--- src/rtl/core/esc_pkg.sv ---
package esc_pkg;

    // queue between the front and the back
    localparam int QUEUE_DEPTH = 4;

    // widths fixed by the interface
    localparam int RAW_T_W   = 20;
    localparam int RAW_P_W   = 20;
    localparam int RAW_H_W   = 16;
    localparam int ITEM_W    = RAW_T_W + RAW_P_W + RAW_H_W;
    localparam int WORD_W    = 32;
    localparam int Q10_W     = 17;
    localparam int PCT_W     = 7;
    localparam int APB_DW    = 64;
    localparam int APB_AW    = 6;

    // register indexes
    localparam logic [2:0] REG_CAL_TEMP    = 3'd0;
    localparam logic [2:0] REG_CAL_PRESS_A = 3'd1;
    localparam logic [2:0] REG_CAL_PRESS_B = 3'd2;
    localparam logic [2:0] REG_CAL_PRESS_C = 3'd3;
    localparam logic [2:0] REG_CAL_HUM_A   = 3'd4;
    localparam logic [2:0] REG_CAL_HUM_B   = 3'd5;

    // compensation constants
    localparam logic [31:0] K_P_OFS     = 32'd64000;
    localparam logic [31:0] K_P_FULL    = 32'd1048576;
    localparam logic [31:0] K_P_SCALE   = 32'd3125;
    localparam logic [31:0] K_H_OFS     = 32'd76800;
    localparam logic [31:0] K_H_MAX     = 32'd419430400;
    localparam logic [31:0] K_H_BIAS    = 32'd2097152;
    localparam logic [31:0] K_RND_14    = 32'd16384;
    localparam logic [31:0] K_ONE_15    = 32'd32768;
    localparam logic [31:0] K_RND_13    = 32'd8192;
    localparam logic [31:0] K_RND_8     = 32'd128;

    typedef struct packed {
        logic [47:0] cal_temp;
        logic [63:0] cal_press_a;
        logic [63:0] cal_press_b;
        logic [15:0] cal_press_c;
        logic [55:0] cal_hum_a;
        logic [7:0]  cal_hum_b;
    } t_cal;

    typedef struct packed {
        logic [RAW_H_W-1:0] raw_hum;
        logic [RAW_P_W-1:0] raw_press;
        logic [RAW_T_W-1:0] raw_temp;
    } t_item;

    function automatic logic [31:0] asr(input logic [31:0] v, input int unsigned n);
        return 32'($signed(v) >>> n);
    endfunction

    function automatic logic [31:0] mul(input logic [31:0] a, input logic [31:0] b);
        return a * b;
    endfunction

    function automatic logic [31:0] sx16(input logic [15:0] v);
        return {{16{v[15]}}, v};
    endfunction

    function automatic logic [31:0] sx12(input logic [11:0] v);
        return {{20{v[11]}}, v};
    endfunction

    function automatic logic [31:0] sx8(input logic [7:0] v);
        return {{24{v[7]}}, v};
    endfunction

endpackage

--- src/rtl/core/esc_front.sv ---
module esc_front #(
    parameter int DEPTH = esc_pkg::QUEUE_DEPTH
) (
    input  logic                      i_clk,
    input  logic                      i_rst_n,
    input  logic                      i_valid,
    output logic                      o_ready,
    input  logic [esc_pkg::ITEM_W-1:0] i_data,
    output logic                      o_valid,
    input  logic                      i_ready,
    output esc_pkg::t_item            o_item
);
    localparam int PTR_W = (DEPTH > 1) ? $clog2(DEPTH) : 1;
    localparam int CNT_W = $clog2(DEPTH + 1);

    esc_pkg::t_item    r_mem [DEPTH];
    logic [PTR_W-1:0]  r_wr, r_rd;
    logic [CNT_W-1:0]  r_cnt;
    logic              push, pop;

    assign o_ready = (r_cnt != CNT_W'(DEPTH));
    assign o_valid = (r_cnt != '0);
    assign push    = i_valid && o_ready;
    assign pop     = o_valid && i_ready;
    assign o_item  = r_mem[r_rd];

    function automatic logic [PTR_W-1:0] nxt(input logic [PTR_W-1:0] p);
        return (p == PTR_W'(DEPTH - 1)) ? '0 : p + 1'b1;
    endfunction

    always_ff @(posedge i_clk) begin
        if (!i_rst_n) begin
            r_wr  <= '0;
            r_rd  <= '0;
            r_cnt <= '0;
        end else begin
            if (push) r_wr <= nxt(r_wr);
            if (pop)  r_rd <= nxt(r_rd);
            if (push && !pop)      r_cnt <= r_cnt + 1'b1;
            else if (pop && !push) r_cnt <= r_cnt - 1'b1;
        end
    end

    always_ff @(posedge i_clk) begin
        if (push) r_mem[r_wr] <= esc_pkg::t_item'(i_data);
    end
endmodule

--- config.mk ---
export PLATFORM = sky130hd
export DESIGN_NAME = esc_front
export DESIGN_NICKNAME = d
export VERILOG_FILES = /design/src/rtl/core/esc_pkg.sv /design/src/rtl/core/esc_front.sv
export SDC_FILE = /design/constraint.sdc
export NUM_CORES = 1
export LEC_CHECK = 0
export ABC_AREA = 1
export BUFFER_PORTS_ARGS = -buffer_cell sky130_fd_sc_hd__buf_2
export CAP_MARGIN = 30
export CORE_UTILIZATION = 50
export CTS_BUF_LIST = sky130_fd_sc_hd__clkbuf_4 sky130_fd_sc_hd__clkbuf_8 sky130_fd_sc_hd__clkbuf_16
export DETAILED_ROUTE_END_ITERATION = 6
export HOLD_SLACK_MARGIN = 0.08
export PLACE_DENSITY = 0.77
export SLEW_MARGIN = 25
export SYNTH_ARGS = -nofsm -noshare
export SYNTH_HDL_FRONTEND = slang
export SYNTH_SLANG_ARGS = --single-unit
--- constraint.sdc ---
create_clock -name i_clk -period 4 [get_ports i_clk]
set_input_delay 0.4 -clock i_clk [delete_from_list [all_inputs] [get_ports i_clk]]
set_output_delay 0.4 -clock i_clk [all_outputs]
set_load 0.03 [all_outputs]
==> results.md <==
- Combinational fraction of design power: 0.319
- Routed vias/inst: 5.51
- Setup TNS: 0 ns
- Mapped Area: 0.00915 sq mm
- Top-area cell type share of the netlist area: 0.735
- Routability cong.: 0.692
- Commonest cells in the netlist: edfxtp_1, nor2_1, o21ai_0
- Mapped Cells: 612
- Cts bufs inserted: 23
- Crit. End Element: output port
- # nets final: 793
- Reg area: 0.00691 sq mm
- Period utilization: 0.746
- Clock power share: 0.283
- GRT Util Overall: 0.198
- Largest net degree at the start of global routing: 79
- Reg2Reg Setup Slack: 1.68 ns
- CP max FO: 78
- First-pass GRT wire length: 28.2 mm
- Wl on met1: 7.52 mm
- Crit path DAT: 2.58 ns
- Hold Slack: 0.112 ns
- Final hold vios: 0
- Top sig layer: met4
- Sequential share of power: 0.398
- Top FF cell, synth: edfxtp_1
- Initial core utilization: 0.510
- WP data required: 3.60 ns
- Root buffer cell: clkbuf_16
- Setup Buffers After CTS: 0
- Setup Skew: 0.00698 ns
- Kind of critical path: reg -> out
- PwrDens: 725 mW/mm^2
- Vias post-DR: 5355
- Num rows: 49
- DRC Markers: 0
- Number of fill cells in the layout: 1376
- WL/cell: 18.8 um
- Syn nets: 679
- Congestion Overflow GR: 0
- Final HPWL DP: 10.3 mm
- Worst Setup Start Kind: register
- Post-CTS Resized: 0
- Asr flop ratio synth: 0
- Core area: 0.0180 sq mm
- Metal3 WL: 816 um
- Setup violations, final: 0
- Clock buffer depth: 3
- Largest cells by area after synthesis: edfxtp_1, o21ai_0, nor2_1
- Slew @ Worst Pin: 0.789 ns
- Worst Hold Depth: 1
- Register clock-pin slew on the reported worst setup and hold paths: 0.06 ns
- DR WL met2: 9.71 mm
- CTS tree: built
- Final Critical Period: 2.98 ns
- VDD IR-drop max: 0.437 mV
- Int Pwr: 4.99 mW
- Sequential-to-total area share from yosys stat: 0.755
- Max Slew Vio Count: 0
- Max_cap viols: 0
- Synth Register Bits: 233
- Most frequent cell after synthesis: edfxtp_1
- Switching part of the total: 0.357
- Die area: 0.0188 sq mm
- Vias in the first global route: 5507
- Highest clock rate: 335 MHz
- Initial DRT Pass Iterations: 5
- Unrepaired setup endpoints after global routing: no
- Status: complete, no violations
- Synth cell types: 25
- TritonCTS Sinks: 233
- Skew-Pair Late Insertion Delay: 0.49 ns
- Diode count: 0
- Layout cells sized above 1: 0.305
- Die X: 137 um
- R2r worst-path depth: 5
- IO Count: 118
- Worst slew margin: 0.474
- Hold WC Path Type: in -> reg
- # H-tree levels: 1
- Switching power: 2.77 mW
- Initial DRC Count: 392
- Initial antenna violation count: 0
- YS warnings: 0
- Area leader, netlist: edfxtp_1
- Area of the multi-input gates: 0.00196 sq mm
- Final wirelength: 18.3 mm
- Static Leak: 3.75 nW
- Antenna viol nets, final: 0
- P&R area growth vs syn: 16.9%
- Number of enable flip-flop cells after synthesis: 224
- Mean Syn Cell Area: 15.0 sq um
- PortBufs: 117
- Hold Buf Count CTS: 0
- Vert. Die Dim: 137 um
-- routing by layer --
layer	GRT usage	up-vias
li1	-	2506
met1	0.245	2692
met2	0.360	138
met3	0.0287	19
met4	0.0556	0
met5	0	-
-- cells in the final DEF, fill, tap and decap left out, drive strengths merged --
cell      count
edfxtp      224
nor2        129
buf         125
o21ai       114
o22ai        56
clkbuf       25
inv          19
nand2        15
dfxtp         9
clkinv        7
ha            6
bufinv        4
clkinvlp      3
a21oi         2
nand3b        1
nand3         1
nand4         1
fa            1
-- power groups by stage --
stage / Sequential [mW] / Combinational, mW / Clock (mW)
floorplan: 3.11 / 1.86 / 0
global placement: 3.12 / 2.42 / 0
detailed placement: 3.14 / 2.48 / 0
CTS: 3.09 / 2.50 / 2.23
global route: 3.11 / 2.66 / 2.32
finish: 3.09 / 2.47 / 2.20
-- final timing paths --
check            start          end
min reg2reg   r_cnt[0]     r_cnt[0]
max reg2reg   r_cnt[1]  r_mem[2][7]
min          i_data[6]  r_mem[3][6]
max           register   o_item[20]
-- stage by stage --
step	setup WS (ns)	total power [mW]	area [sq um]	util	instances
floorplan	0.252	4.96	9150	-	612
global placement	1.62	5.54	9920	0.552	930
detailed placement	1.57	5.62	9920	0.552	930
CTS	1.03	7.82	10700	0.596	971
global route	0.898	8.09	10700	0.596	971
finish	1.02	7.76	10700	0.596	971
-- area by class of cell --
class / count / area share
Multi-Input combinational cell: 326 / 0.183
Clock buffer: 25 / 0.0552
Inverter: 17 / 0.00643
Clock inverter: 16 / 0.0178
Timing Repair Buffer: 125 / 0.0650
Sequential cell: 233 / 0.646
Tap cell: 229 / 0.0268
-- sequential cells by signal (all words and copies together), names as in the netlist, named ones only --
signal  cells
r_cnt       3
r_mem     224
r_rd        2
r_wr        2
-- worst max-delay path: stages, from the launching register on --
cell	delay [ns]
dfxtp_4	0.57
buf_4	0.70
o21ai_0	0.25
o22ai_1	0.29
buf_2	0.25
-- logic make-up after synthesis --
kind of cell	synth area share
simple gates	0.0792
fa+ha+maj	0.0104
buf+inv	0.0347
compound gates	0.121
flops	0.755
No activity file was read; power rests on OpenSTA's default activity.
